===== src/rtl/core/assert_macros.svh =====
// Assertion macros shared by the RTL of the mouse report encoder.
// Each macro samples on i_clk and is disabled while i_rst_n is low.
`ifndef ASSERT_MACROS_SVH
`define ASSERT_MACROS_SVH

// Check that a condition holds at every clock edge.
`define MRE_ASSERT_ALWAYS(label, cond, msg) \
    label: assert property (@(posedge i_clk) disable iff (!i_rst_n) (cond)) \
        else $error(msg);

// Check that an antecedent is followed in the next cycle by a consequent.
`define MRE_ASSERT_NEXT(label, ante, cons, msg) \
    label: assert property (@(posedge i_clk) disable iff (!i_rst_n) (ante) |=> (cons)) \
        else $error(msg);

`endif


===== src/rtl/core/mre_pkg.sv =====
// Package for the mouse report encoder: types, codes and constant tables.
// No dependencies; used by mouse_report_encoder.
package mre_pkg;

    // Configuration register indexes
    localparam int unsigned CFG_IDX_W = 3;
    localparam logic [CFG_IDX_W-1:0] CFG_REPORTING_ENABLED = 3'd0;
    localparam logic [CFG_IDX_W-1:0] CFG_ANY_MOTION        = 3'd1;
    localparam logic [CFG_IDX_W-1:0] CFG_SGR_ENCODING      = 3'd2;
    localparam logic [CFG_IDX_W-1:0] CFG_CTRL_INDICATOR    = 3'd3;
    localparam logic [CFG_IDX_W-1:0] CFG_ALT_INDICATOR     = 3'd4;
    localparam logic [CFG_IDX_W-1:0] CFG_SHIFT_INDICATOR   = 3'd5;

    // Result status codes
    localparam logic [1:0] ST_REPORT      = 2'd0;
    localparam logic [1:0] ST_CONSUMED    = 2'd1;
    localparam logic [1:0] ST_NOT_HANDLED = 2'd2;

    // Button codes
    localparam logic [6:0] BTN_LEFT       = 7'h00;
    localparam logic [6:0] BTN_MIDDLE     = 7'h01;
    localparam logic [6:0] BTN_RIGHT      = 7'h02;
    localparam logic [6:0] BTN_NONE       = 7'h03;
    localparam logic [6:0] BTN_WHEEL_UP   = 7'h40;
    localparam logic [6:0] BTN_WHEEL_DOWN = 7'h41;
    localparam logic [7:0] MOTION_BIT     = 8'h20;

    // X10 coordinate limit and offsets
    localparam logic [14:0] X10_LIMIT  = 15'd222;
    localparam logic [7:0]  X10_OFFSET = 8'd32;   // applied on top of position+1

    // Report characters
    localparam logic [7:0] CH_ESC     = 8'h1b;
    localparam logic [7:0] CH_BRACKET = 8'h5b;   // '['
    localparam logic [7:0] CH_LT      = 8'h3c;   // '<'
    localparam logic [7:0] CH_SEMI    = 8'h3b;   // ';'
    localparam logic [7:0] CH_ZERO    = 8'h30;   // '0'
    localparam logic [7:0] CH_UPPER_M = 8'h4d;   // 'M'
    localparam logic [7:0] CH_LOWER_M = 8'h6d;   // 'm'

    // Byte sequencer segments
    typedef enum logic [3:0] {
        SEG_IDLE,
        SEG_STATUS,
        SEG_ESC,
        SEG_BRACKET,
        SEG_INTRO,
        SEG_CODE,
        SEG_SEMI_X,
        SEG_X,
        SEG_SEMI_Y,
        SEG_Y,
        SEG_FINAL,
        SEG_X10_CODE,
        SEG_X10_X,
        SEG_X10_Y
    } t_seg;

    // Decimal digit thresholds: DEC_STEP[k][j] = j * 10**k
    localparam int unsigned DEC_W = 17;
    localparam logic [DEC_W-1:0] DEC_STEP [5][10] = '{
        '{17'd0, 17'd1, 17'd2, 17'd3, 17'd4, 17'd5, 17'd6, 17'd7, 17'd8, 17'd9},
        '{17'd0, 17'd10, 17'd20, 17'd30, 17'd40, 17'd50, 17'd60, 17'd70, 17'd80,
          17'd90},
        '{17'd0, 17'd100, 17'd200, 17'd300, 17'd400, 17'd500, 17'd600, 17'd700,
          17'd800, 17'd900},
        '{17'd0, 17'd1000, 17'd2000, 17'd3000, 17'd4000, 17'd5000, 17'd6000,
          17'd7000, 17'd8000, 17'd9000},
        '{17'd0, 17'd10000, 17'd20000, 17'd30000, 17'd40000, 17'd50000, 17'd60000,
          17'd70000, 17'd80000, 17'd90000}
    };

    // Power of ten of the leading decimal digit (digit count minus one)
    function automatic logic [2:0] mre_lead_pow(input logic [15:0] v);
        logic [2:0] p;
        if (v >= 16'd10000)     p = 3'd4;
        else if (v >= 16'd1000) p = 3'd3;
        else if (v >= 16'd100)  p = 3'd2;
        else if (v >= 16'd10)   p = 3'd1;
        else                    p = 3'd0;
        return p;
    endfunction

endpackage


===== src/rtl/core/mouse_report_encoder.sv =====
// Mouse report encoder top level: event input register, report byte sequencer
// and output register. Depends on mre_pkg and assert_macros.svh.

// An accepted mouse event yields one result per cycle while the output is not
// stalled: a single result for a status-only event (not handled or consumed),
// 6 bytes for an X10 report and 9 to 19 bytes for an SGR report. The byte
// sequencer sends one byte a cycle while the output is not stalled and works
// out each decimal digit as it goes. One further event waits in the input
// register while a report is being sent and is taken up by the sequencer as
// the previous last byte is sent, so reports follow with no gap when unstalled.
`include "assert_macros.svh"

module mouse_report_encoder (
    input  logic                              i_clk,
    input  logic                              i_rst_n,
    // Event channel
    input  logic                              i_in_valid,
    output logic                              o_in_stall,
    input  logic                              i_left_pressed,
    input  logic                              i_middle_pressed,
    input  logic                              i_right_pressed,
    input  logic                              i_wheeled,
    input  logic signed [15:0]                i_wheel_delta,
    input  logic                              i_moved,
    input  logic                              i_ctrl_held,
    input  logic                              i_alt_held,
    input  logic                              i_shift_held,
    input  logic [14:0]                       i_pos_x,
    input  logic [14:0]                       i_pos_y,
    // Result channel
    output logic                              o_out_valid,
    input  logic                              i_out_stall,
    output logic [7:0]                        o_out_byte,
    output logic [1:0]                        o_status,
    output logic                              o_last_of_run,
    // Configuration write channel
    input  logic                              i_cfg_valid,
    output logic                              o_cfg_ready,
    input  logic [mre_pkg::CFG_IDX_W-1:0]     i_cfg_index,
    input  logic [7:0]                        i_cfg_data
);

    import mre_pkg::*;

    // Configuration registers
    logic       r_cfg_enabled;
    logic       r_cfg_any_motion;
    logic       r_cfg_sgr;
    logic [7:0] r_cfg_ctrl_ind;
    logic [7:0] r_cfg_alt_ind;

    // Input register
    logic        r_in_valid;
    logic        r_left, r_middle, r_right, r_wheeled, r_moved;
    logic        r_ctrl, r_alt, r_shift;
    logic [15:0] r_delta;
    logic [14:0] r_pos_x, r_pos_y;

    // Remembered button code
    logic [6:0] r_prev;
    logic [6:0] n_prev;

    // Sequencer job registers
    t_seg        r_seg, n_seg;
    logic [7:0]  r_code;
    logic [15:0] r_x1, r_y1;
    logic        r_press;
    logic        r_sgr;
    logic [1:0]  r_status;
    logic [15:0] r_rem, n_rem;
    logic [2:0]  r_pow, n_pow;

    // Output register
    logic       r_out_valid;
    logic [7:0] r_out_byte;
    logic [1:0] r_out_status;
    logic       r_out_last;

    // Event decode results
    logic       j_reject, j_none, j_consume, j_up, j_use_prev, j_far;
    logic [6:0] j_base, j_code7;
    logic [7:0] j_code;
    logic [1:0] j_status;
    logic       j_status_only;

    // Handshake and sequencing controls
    logic       out_free, advance, seg_last, last_emit, job_take, in_take;
    logic [7:0] seg_byte;

    // Digit extraction
    logic [3:0]       dig;
    logic [DEC_W-1:0] dig_sub;

    // Accept configuration writes at any time
    assign o_cfg_ready = 1'b1;

    always_ff @(posedge i_clk) begin
        if (!i_rst_n) begin
            r_cfg_enabled    <= 1'b0;
            r_cfg_any_motion <= 1'b0;
            r_cfg_sgr        <= 1'b0;
            r_cfg_ctrl_ind   <= 8'd16;
            r_cfg_alt_ind    <= 8'd8;
        end else if (i_cfg_valid && o_cfg_ready) begin
            case (i_cfg_index)
                CFG_REPORTING_ENABLED: r_cfg_enabled    <= i_cfg_data[0];
                CFG_ANY_MOTION:        r_cfg_any_motion <= i_cfg_data[0];
                CFG_SGR_ENCODING:      r_cfg_sgr        <= i_cfg_data[0];
                CFG_CTRL_INDICATOR:    r_cfg_ctrl_ind   <= i_cfg_data;
                CFG_ALT_INDICATOR:     r_cfg_alt_ind    <= i_cfg_data;
                // Shift events are rejected before a code is formed, so the
                // shift indicator never reaches a report: drop the write.
                CFG_SHIFT_INDICATOR:   ;
                default:               ;
            endcase
        end
    end

    // Output register takes a byte when empty or being drained
    assign out_free  = !r_out_valid || !i_out_stall;
    assign advance   = (r_seg != SEG_IDLE) && out_free;
    assign last_emit = advance && seg_last;
    assign job_take  = r_in_valid && ((r_seg == SEG_IDLE) || last_emit);
    assign o_in_stall = r_in_valid && !job_take;
    assign in_take    = i_in_valid && !o_in_stall;

    // Hold the waiting event
    always_ff @(posedge i_clk) begin
        if (!i_rst_n) begin
            r_in_valid <= 1'b0;
        end else if (in_take) begin
            r_in_valid <= 1'b1;
        end else if (job_take) begin
            r_in_valid <= 1'b0;
        end
    end

    always_ff @(posedge i_clk) begin
        if (in_take) begin
            r_left    <= i_left_pressed;
            r_middle  <= i_middle_pressed;
            r_right   <= i_right_pressed;
            r_wheeled <= i_wheeled;
            r_delta   <= i_wheel_delta;
            r_moved   <= i_moved;
            r_ctrl    <= i_ctrl_held;
            r_alt     <= i_alt_held;
            r_shift   <= i_shift_held;
            r_pos_x   <= i_pos_x;
            r_pos_y   <= i_pos_y;
        end
    end

    // Form the button code and classify the event
    always_comb begin
        j_reject  = r_shift || !r_cfg_enabled;
        j_none    = !r_left && !r_middle && !r_right && !r_wheeled;
        j_consume = r_moved && j_none && !r_cfg_any_motion;
        j_up      = !r_delta[15] && (r_delta != 16'd0);

        if (r_wheeled)     j_base = j_up ? BTN_WHEEL_UP : BTN_WHEEL_DOWN;
        else if (r_right)  j_base = BTN_RIGHT;
        else if (r_middle) j_base = BTN_MIDDLE;
        else if (r_left)   j_base = BTN_LEFT;
        else               j_base = BTN_NONE;

        // A release in SGR mode reuses the remembered code and clears it
        j_use_prev = j_none && r_cfg_sgr && (r_prev != 7'd0);
        j_code7    = j_use_prev ? r_prev : j_base;
        n_prev     = j_use_prev ? 7'd0 : j_base;

        j_code = {1'b0, j_code7};
        if (r_moved) j_code = j_code | MOTION_BIT;
        if (r_ctrl)  j_code = j_code | r_cfg_ctrl_ind;
        if (r_alt)   j_code = j_code | r_cfg_alt_ind;

        j_far = !r_cfg_sgr && ((r_pos_x >= X10_LIMIT) || (r_pos_y >= X10_LIMIT));

        if (j_reject)               j_status = ST_NOT_HANDLED;
        else if (j_consume || j_far) j_status = ST_CONSUMED;
        else                        j_status = ST_REPORT;
        j_status_only = (j_status != ST_REPORT);
    end

    // Remember the base code of every formed code, or clear it when a release reuses it
    always_ff @(posedge i_clk) begin
        if (!i_rst_n) begin
            r_prev <= 7'd0;
        end else if (job_take && !j_reject && !j_consume) begin
            r_prev <= n_prev;
        end
    end

    // Load the job for the sequencer
    always_ff @(posedge i_clk) begin
        if (job_take) begin
            r_code   <= j_code;
            r_x1     <= {1'b0, r_pos_x} + 16'd1;
            r_y1     <= {1'b0, r_pos_y} + 16'd1;
            r_press  <= !j_none;
            r_sgr    <= r_cfg_sgr;
            r_status <= j_status;
        end
    end

    // Pick the current decimal digit by comparing against its multiples
    always_comb begin
        dig     = 4'd0;
        dig_sub = '0;
        for (int j = 1; j < 10; j++) begin
            if ({1'b0, r_rem} >= DEC_STEP[r_pow][j]) begin
                dig     = 4'(j);
                dig_sub = DEC_STEP[r_pow][j];
            end
        end
    end

    // Sequencer next state
    always_comb begin
        n_seg = r_seg;
        n_rem = r_rem;
        n_pow = r_pow;
        if (advance) begin
            case (r_seg)
                SEG_STATUS:  n_seg = SEG_IDLE;
                SEG_ESC:     n_seg = SEG_BRACKET;
                SEG_BRACKET: n_seg = SEG_INTRO;
                SEG_INTRO: begin
                    if (r_sgr) begin
                        n_seg = SEG_CODE;
                        n_rem = {8'd0, r_code};
                        n_pow = mre_lead_pow({8'd0, r_code});
                    end else begin
                        n_seg = SEG_X10_CODE;
                    end
                end
                SEG_CODE, SEG_X, SEG_Y: begin
                    n_rem = 16'({1'b0, r_rem} - dig_sub);
                    n_pow = r_pow - 3'd1;
                    if (r_pow == 3'd0) begin
                        case (r_seg)
                            SEG_CODE: n_seg = SEG_SEMI_X;
                            SEG_X:    n_seg = SEG_SEMI_Y;
                            default:  n_seg = SEG_FINAL;
                        endcase
                    end
                end
                SEG_SEMI_X: begin
                    n_seg = SEG_X;
                    n_rem = r_x1;
                    n_pow = mre_lead_pow(r_x1);
                end
                SEG_SEMI_Y: begin
                    n_seg = SEG_Y;
                    n_rem = r_y1;
                    n_pow = mre_lead_pow(r_y1);
                end
                SEG_FINAL:    n_seg = SEG_IDLE;
                SEG_X10_CODE: n_seg = SEG_X10_X;
                SEG_X10_X:    n_seg = SEG_X10_Y;
                SEG_X10_Y:    n_seg = SEG_IDLE;
                default:      n_seg = SEG_IDLE;
            endcase
        end
        // Start the waiting event as soon as the previous one is done
        if (job_take) begin
            n_seg = j_status_only ? SEG_STATUS : SEG_ESC;
        end
    end

    // Sequencer outputs: byte of the current segment and end of run
    always_comb begin
        seg_byte = 8'd0;
        seg_last = 1'b0;
        case (r_seg)
            SEG_STATUS:   seg_last = 1'b1;
            SEG_ESC:      seg_byte = CH_ESC;
            SEG_BRACKET:  seg_byte = CH_BRACKET;
            SEG_INTRO:    seg_byte = r_sgr ? CH_LT : CH_UPPER_M;
            SEG_CODE, SEG_X, SEG_Y:
                          seg_byte = CH_ZERO | {4'd0, dig};
            SEG_SEMI_X, SEG_SEMI_Y:
                          seg_byte = CH_SEMI;
            SEG_FINAL: begin
                seg_byte = r_press ? CH_UPPER_M : CH_LOWER_M;
                seg_last = 1'b1;
            end
            SEG_X10_CODE: seg_byte = r_code | MOTION_BIT;
            SEG_X10_X:    seg_byte = r_x1[7:0] + X10_OFFSET;
            SEG_X10_Y: begin
                seg_byte = r_y1[7:0] + X10_OFFSET;
                seg_last = 1'b1;
            end
            default:      seg_byte = 8'd0;
        endcase
    end

    always_ff @(posedge i_clk) begin
        if (!i_rst_n) begin
            r_seg <= SEG_IDLE;
        end else begin
            r_seg <= n_seg;
        end
    end

    always_ff @(posedge i_clk) begin
        r_rem <= n_rem;
        r_pow <= n_pow;
    end

    // Output register
    always_ff @(posedge i_clk) begin
        if (!i_rst_n) begin
            r_out_valid <= 1'b0;
        end else if (out_free) begin
            r_out_valid <= advance;
        end
    end

    always_ff @(posedge i_clk) begin
        if (advance) begin
            r_out_byte   <= seg_byte;
            r_out_status <= (r_seg == SEG_STATUS) ? r_status : ST_REPORT;
            r_out_last   <= seg_last;
        end
    end

    assign o_out_valid   = r_out_valid;
    assign o_out_byte    = r_out_byte;
    assign o_status      = r_out_status;
    assign o_last_of_run = r_out_last;

    // A status-only result carries no byte and ends its run
    `MRE_ASSERT_ALWAYS(a_status_single,
        !(o_out_valid && (o_status != ST_REPORT)) || (o_last_of_run && (o_out_byte == 8'd0)),
        "status result without last flag or with nonzero byte")

    // The remainder in a number segment stays below ten times the digit weight
    `MRE_ASSERT_ALWAYS(a_rem_bound,
        !((r_seg == SEG_CODE) || (r_seg == SEG_X) || (r_seg == SEG_Y)) ||
        ((r_pow <= 3'd4) && (dig != 4'd9 || ({1'b0, r_rem} - dig_sub) < DEC_STEP[r_pow][1])),
        "decimal remainder out of range for current digit")

    // Finishing a run with no waiting event leaves the sequencer idle
    `MRE_ASSERT_NEXT(a_idle_after_last, last_emit && !job_take, r_seg == SEG_IDLE,
        "sequencer not idle after last byte")

    // A waiting event that is held back is kept
    `MRE_ASSERT_NEXT(a_in_held, r_in_valid && !job_take, r_in_valid,
        "waiting event lost")

endmodule


===== config.mk =====
export PLATFORM = sky130hd
export DESIGN_NAME = mouse_report_encoder
export DESIGN_NICKNAME = d
export VERILOG_FILES = /design/src/rtl/core/mre_pkg.sv /design/src/rtl/core/mouse_report_encoder.sv
export VERILOG_INCLUDE_DIRS = /design/src /design/src/rtl/core
export SDC_FILE = /design/constraint.sdc
export NUM_CORES = 1
export LEC_CHECK = 0
export BUFFER_PORTS_ARGS = -buffer_cell sky130_fd_sc_hd__buf_2
export CAP_MARGIN = 20
export CORE_ASPECT_RATIO = 0.5
export CORE_MARGIN = 10
export CORE_UTILIZATION = 25
export CTS_CLUSTER_DIAMETER = 30
export DETAILED_ROUTE_END_ITERATION = 16
export GPL_TIMING_DRIVEN = 1
export PLACE_DENSITY = 0.5
export SLEW_MARGIN = 20
export SYNTH_ARGS = -nofsm -noshare
export SYNTH_HDL_FRONTEND = slang
export SYNTH_SLANG_ARGS = --single-unit

===== constraint.sdc =====
create_clock -name i_clk -period 10.96 [get_ports i_clk]
set_input_delay 2.192 -clock i_clk [delete_from_list [all_inputs] [get_ports i_clk]]
set_output_delay 2.192 -clock i_clk [all_outputs]
set_load 0.01 [all_outputs]

### After elaboration in Yosys (flattened, before gate mapping)

Memory sizes are Yosys's and may differ from the RTL's.
Cells that the tools add are included.

| word-level totals | value |
|---|---|
| bits in registers | 160 |
| ROM bits | 1360 |
| input port bits | 70 |
| memories | 1 |

| cells by class | value |
|---|---|
| add/subtract/negate cells | 6 |
| $lt $le $gt $ge | 22 |
| equality and inequality tests | 19 |
| multiplexer cells | 59 |
| bitwise gates (word level) | 3 |
| reductions and logical operators | 56 |

Memory list:

| name | words | width | rd ports | clocked after memory_dff | wr ports | line | RTL |
|---|---|---|---|---|---|---|---|
| (name not given) | 8 | 170 | 1 | 0 | 0 | mouse_report_encoder.sv:213 | `dig_sub = DEC_STEP[r_pow][j];` |

Operator list:

| kind | count |
|---|---|
| 2-to-1 mux 153 bit | 2 |
| 2-to-1 mux 16 bit | 10 |
| greater-or-equal comparator 16 x 17 -> 1 bit | 9 |
| case mux 8 bit (9 select lines) | 1 |
| case mux 16 bit (4 select lines) | 1 |
| 2-to-1 mux 4 bit | 12 |
| adder 15 x 1 -> 16 bit (second input constant) | 2 |
| greater-or-equal comparator 16 x 10 -> 1 bit (second input constant) | 2 |
| greater-or-equal comparator 16 x 14 -> 1 bit (second input constant) | 2 |
| greater-or-equal comparator 16 x 4 -> 1 bit (second input constant) | 2 |
| greater-or-equal comparator 16 x 7 -> 1 bit (second input constant) | 2 |
| case mux 4 bit (8 select lines) | 1 |
| greater-or-equal comparator 15 x 8 -> 1 bit (second input constant) | 2 |
| 2-to-1 mux 7 bit | 4 |
| equality test 4 bit (second input constant) | 6 |
| 2-to-1 mux 2 bit | 10 |
| adder 8 x 6 -> 8 bit (second input constant) | 2 |
| equality test 4 x 3 -> 1 bit (second input constant) | 4 |
| logical AND 1 bit | 16 |
| 2-to-1 mux 8 bit | 2 |
| nonzero test 16 bit | 1 |
| subtractor 16 bit | 1 |
| zero test 1 bit | 15 |
| 2-to-1 mux 6 bit | 2 |
| other kinds (28) | 54 |

### Depth between registers and ports, before layout

| depth | value |
|---|---|
| depth after elaboration | 16 |
| gate-level depth with buffers | 26 |
| depth with buffers taken out | 25 |

### Worst setup path after synthesis

No wires, ideal clock.

| timing | value |
|---|---|
| path type | input-to-reg |
| start point | in i_out_stall |
| end point | reg r_alt, enable pin |
| arrival | 5.284 ns |
| required time | 10.488 ns |
| setup slack | 5.204 ns |
| stages | 7 |
| path buffers | 0 |
| cells stage by stage | nand2_1 > and3_1 > o21ai_0 > a21boi_0 > o22ai_1 > nor2_1 > nor2b_1 |

| on the way | value |
|---|---|
| cells in the longest elaborated chain, start to end | 10 |

Ends and longest elaborated chain:

| element | line | RTL |
|---|---|---|
| start, declared | mouse_report_encoder.sv:32 | `input logic i_out_stall,` |
| zero test 1 bit | mouse_report_encoder.sv:120 | `assign out_free = !r_out_valid \|\| !i_out_stall;` |
| logical OR 1 bit | mouse_report_encoder.sv:120 |  |
| logical AND 1 bit | mouse_report_encoder.sv:121 | `assign advance = (r_seg != SEG_IDLE) && out_free;` |
| logical AND 1 bit | mouse_report_encoder.sv:122 | `assign last_emit = advance && seg_last;` |
| logical OR 1 bit | mouse_report_encoder.sv:123 | `assign job_take = r_in_valid && ((r_seg == SEG_IDLE) \|\| last_emit);` |
| logical AND 1 bit | mouse_report_encoder.sv:123 |  |
| zero test 1 bit | mouse_report_encoder.sv:124 | `assign o_in_stall = r_in_valid && !job_take;` |
| logical AND 1 bit | mouse_report_encoder.sv:124 |  |
| via o_in_stall | mouse_report_encoder.sv:18 | `output logic o_in_stall,` |
| zero test 1 bit | mouse_report_encoder.sv:125 | `assign in_take = i_in_valid && !o_in_stall;` |
| logical AND 1 bit | mouse_report_encoder.sv:125 |  |
| via in_take | mouse_report_encoder.sv:87 | `logic out_free, advance, seg_last, last_emit, job_take, in_take;` |
| end signal, assigned | mouse_report_encoder.sv:147 | `r_alt <= i_alt_held;` |
| end, declared | mouse_report_encoder.sv:55 | `logic r_ctrl, r_alt, r_shift;` |

The timed path passes the listed nets, and every way through them passes these cells.
A chain may end at the register's enable or synchronous reset.

### Worst setup path after layout

| timing | value |
|---|---|
| start point | reg r_pow[2] |
| end point | reg r_rem[15], data pin |

| on the way | value |
|---|---|
| cells in the longest elaborated chain, start to end | 16 |
| elaborated cells on any way between the ends | 24 |

Ends and longest elaborated chain:

| element | line | RTL |
|---|---|---|
| start, declared | mouse_report_encoder.sv:71 | `logic [2:0] r_pow, n_pow;` |
| start signal, assigned | mouse_report_encoder.sv:308 | `r_pow <= n_pow;` |
| NOT 3 -> 4 bit (implied by the code) * | mouse_report_encoder.sv:211, mouse_report_encoder.sv:213 |  |
| memory (8 x 170 bit) * | - |  |
| 2-to-1 mux 153 bit (implied by the code) * (2 in a row) | mouse_report_encoder.sv:213 |  |
| greater-or-equal comparator 16 x 17 -> 1 bit | mouse_report_encoder.sv:211 | `if ({1'b0, r_rem} >= DEC_STEP[r_pow][j]) begin` |
| 2-to-1 mux 16 bit (8 in a row) | mouse_report_encoder.sv:211 |  |
| 2-to-1 mux 16 bit * | mouse_report_encoder.sv:211 |  |
| subtractor 16 bit * | mouse_report_encoder.sv:238 | `n_rem = 16'({1'b0, r_rem} - dig_sub);` |
| case mux 16 bit (4 select lines) * | mouse_report_encoder.sv:224 | `case (r_seg)` |
| end signal, assigned | mouse_report_encoder.sv:307 | `r_rem <= n_rem;` |
| end, declared | mouse_report_encoder.sv:70 | `logic [15:0] r_rem, n_rem;` |

Mark *: on every way between the ends. The rest lies on a longest branch, timed or not. The select of a mux whose other input is x is not followed.

==> metrics.md <==
| Metric | Value |
|---|---|
| Outcome | `complete, no violations` |
| Worst path cell trace | `buf_4 -> inv_1 -> buf_4 -> nand2_1 -> ha_1 -> a21oi_1 -> a21oi_1 -> o21ai_0 -> a2111oi_2 -> nor4_4 -> nand2_1 -> or3_1 -> o311a_1 -> ha_1 -> nor2b_1 -> o21ai_0 -> nand2b_1 -> a41o_1 -> o41ai_1 -> o221ai_1 -> o41ai_1 -> xnor3_1 -> o21ai_1` |
| Multi-input gate area | `around 6000 µm²` |
| Layout area overhead | `15.7%` |
| R2r endpoint | `r_rem[15]` |
| Post-route antenna net violation count | `0` |
| Max incr delay on CP | `about 0.8 ns` |
| Via count | `about 9,300` |
| Register area share after synthesis | `about two fifths` |
| #FFs+latches synth | `between 150 and 200` |
| Fraction of registers with async set/reset | `0%` |
| Worst Skew | `0.0126 ns` |
| Slowest cell on the critical path | `nor4_4` |
| Register-to-Register Path Depth | `23` |
| # fillers | `about 4,500` |
| CP Launch Point | `r_pow[2]` |
| Commonest cells in the netlist | `edfxtp_1, nand2_1, ha_1` |
| Final Critical Period | `about 7.4 ns` |
| Slack of the critical path | `about 3.6 ns` |
| Die H | `166 µm` |
| Count of buffers from port buffering | `82` |
| Critical path type | `flop to flop` |
| Most frequent cell after synthesis | `edfxtp_1` |
| Core box area | `roughly 42,000 µm²` |
| Number of remaining DRC errors | `0` |
| Top-area cell type share of the netlist area | `35.9%` |
| Diodes inserted | `0` |
| Area leader, netlist | `edfxtp_1` |
| Root Driver | `clkbuf_16` |
| Max Fclk | `roughly 140 MHz` |
| Critical Path Sink | `r_rem[15]` |
| Max clock buf depth | `2` |
| Leakage | `approximately 4.8 nW` |
| Worst skew pair latency | `0.42 ns` |
| RSZ-0062 raised after global routing | `no` |
| Pre-CTS WS | `~3.6 ns` |
| Clk slew on worst S/H paths | `about 0.06 ns` |
| Post-synth design cell area | `10,700 µm²` |
| HPWL after detailed placement | `26,700 µm` |
| Post-Route WL | `34,300 µm` |
| Inst Count DP | `~1,800` |
| Synth Flop Type | `edfxtp_1` |
| Initial antenna violation count | `0` |
| Largest net degree at the start of global routing | `55` |
| Power Density | `~110 nW/µm²` |
| MaxCap Viol Count | `0` |
| Setup TNS | `0 ns` |
| Total chip power | `~1.4 mW` |
| Fin. Hold Viols | `0` |
| TritonRoute pass-1 iters | `8` |
| Worst EP arrival | `7.65 ns` |
| Vias in the first global route | `slightly above 9,000` |
| Routability Congestion | `roughly 0.95` |
| Critical path fanouts, max | `32` |
| VDD IR-drop max | `between 0.09 and 0.1 mV` |
| Die ar. | `roughly 52,000 µm²` |
| Synth Net Count | `~1,300` |
| Post-cts sizing count | `0` |
| DR iter-0 viols | `between 800 and 900` |
| Initial core utilization | `25.4%` |
| Global-route wire length before repair | `between 50,000 and 60,000 µm` |
| Distinct cells, synth | `87` |
| Die width | `313 µm` |
| Synthesis Warnings | `0` |
| CP endpoint kind | `flop` |
| Std cell rows | `between 50 and 60` |
| DR WL/cell | `~19 µm` |
| Gr usage total | `about an eighth` |
| R2R setup slack | `3.59 ns` |
| Setup Fix Bufs, Post-CTS | `0` |
| Inserted Clock Buffers | `17` |
| Final Max Tran Viols | `0` |
| Least-Margin Pin Slew | `0.898 ns` |
| TritonCTS clock tree | `done` |
| Layout cells sized above 1 | `between 10% and 20%` |
| Critical Path RT | `11.23 ns` |
| Post-synth EDFFs | `128` |
| Synthesized instance count | `roughly 1,100` |
| H-tree lvl count | `4` |
| Crit start category | `flop` |
| Final setup vio count | `0` |
| Number of vias per cell | `5.23` |
| Final Instance Count excl. Fillers | `1,783` |
| Sinks on the clock net | `~160` |
| Worst R2R Start | `r_pow[2]` |
| Slew margin rel. | `39.9%` |
| CTS Hold Bufs | `0` |
| GRT overflow | `0` |
| FF+latch area | `about 4400 µm²` |
| Final worst path period share | `between 60% and 70%` |
| Nets@finish | `~1,400` |
| Synthesized area per cell | `9.60 µm²` |
| Most area-consuming cells after synthesis | `edfxtp_1, ha_1, dfxtp_1` |
| I/O pin count | `84` |
| Worst hold path type | `flop to flop` |
placed cells by master, fill, tap and decap left out, types with 13 or more instances in the layout:
cell,count
nor2_1,89
buf_2,82
nand3_1,47
dfxtp_1,28
nand2_1,110
a31oi_1,14
edfxtp_1,128
a21oi_1,97
a22oi_1,16
xnor2_1,27
and3_1,18
clkbuf_16,17
nand4_1,14
a21o_1,13
o21ai_0,61
nor3_1,27
inv_1,39
ha_1,102
state kept, by name, indices dropped and copies added (netlist names), 4 cells and up:
register and cells:
r_pos_x 15, r_x1 16, r_y1 16, r_cfg_alt_ind 8, r_pos_y 15, r_rem 16
o_out_byte 8, r_delta 16, r_code 8, r_cfg_ctrl_ind 8, r_seg 4
through the flow:
stage	cell area [µm²]	utilization [%]	hold slack (ns)
after global routing	12400	29.4	0.475
after CTS	12400	29.4	0.457
after global placement	11800	27.9	0.445
final	12400	29.4	0.453
after detailed placement	11800	27.9	0.448
after floorplan	10700	-	0.436
worst min path at each step:
stage	startpoint	endpoint	cells past startpoint
2_1_floorplan	r_cfg_alt_ind[0]	r_cfg_alt_ind[0]	2
3_3_place_gp	r_cfg_ctrl_ind[3]	r_cfg_ctrl_ind[3]	2
3_5_place_dp	r_cfg_alt_ind[2]	r_cfg_alt_ind[2]	2
4_1_cts	r_cfg_alt_ind[1]	r_cfg_alt_ind[1]	2
5_1_grt	r_cfg_alt_ind[1]	r_cfg_alt_ind[1]	2
6_report	r_cfg_alt_ind[2]	r_cfg_alt_ind[2]	2
where the power goes:
| group | internal (mW) | switching (mW) |
|---|---|---|
| registers | 0.667 | 0.0201 |
| clock network | 0.380 | 0.236 |
| logic | 0.0259 | 0.0364 |
| total | 1.07 | 0.292 |
layout make-up:
cell class	count	share of cell area, %
sequential	156	35.5
clock buffer	20	3.52
multi-input combinational	884	48.5
tap	577	5.82
timing repair buffer	94	4.04
clock inverter	12	1.38
inverter	40	1.21
metal layers:
layer / share of wire [%] / global-route usage [%]
met2: 47 / 21.2
met1: 46 / 17.0
met4: 1.6 / 3.34
met3: 5.6 / 2.15
met5: 0 / 0
cells by family (layout without fill, tap and decap cells):
family                     Yosys count  after routing  share of synthesized area (%)
buffers and inverters               77            166                           2.99
xor gates and xnor gates            39             39                           3.31
AOI/OAI and AO/OA                  342            342                           21.8
adders and majority gates          103            103                           12.1
muxes                               11             11                           1.06
DFF                                156            156                           41.1
and+or+nand+nor                    388            388                           17.7
other                                1              1                         0.0350
worst max-delay path: cells and delay by family (launching register included):
family	cells	cell delay [ns]
buffers and inverters	3	0.95
AO/OA/AOI/OAI	11	2.63
AND/OR/NAND/NOR	6	2.34
flip-flops	1	0.35
XOR/XNOR	1	0.28
adder cells (fa/ha/maj)	2	0.65
Note: power is estimated with default switching activity, not from simulation.
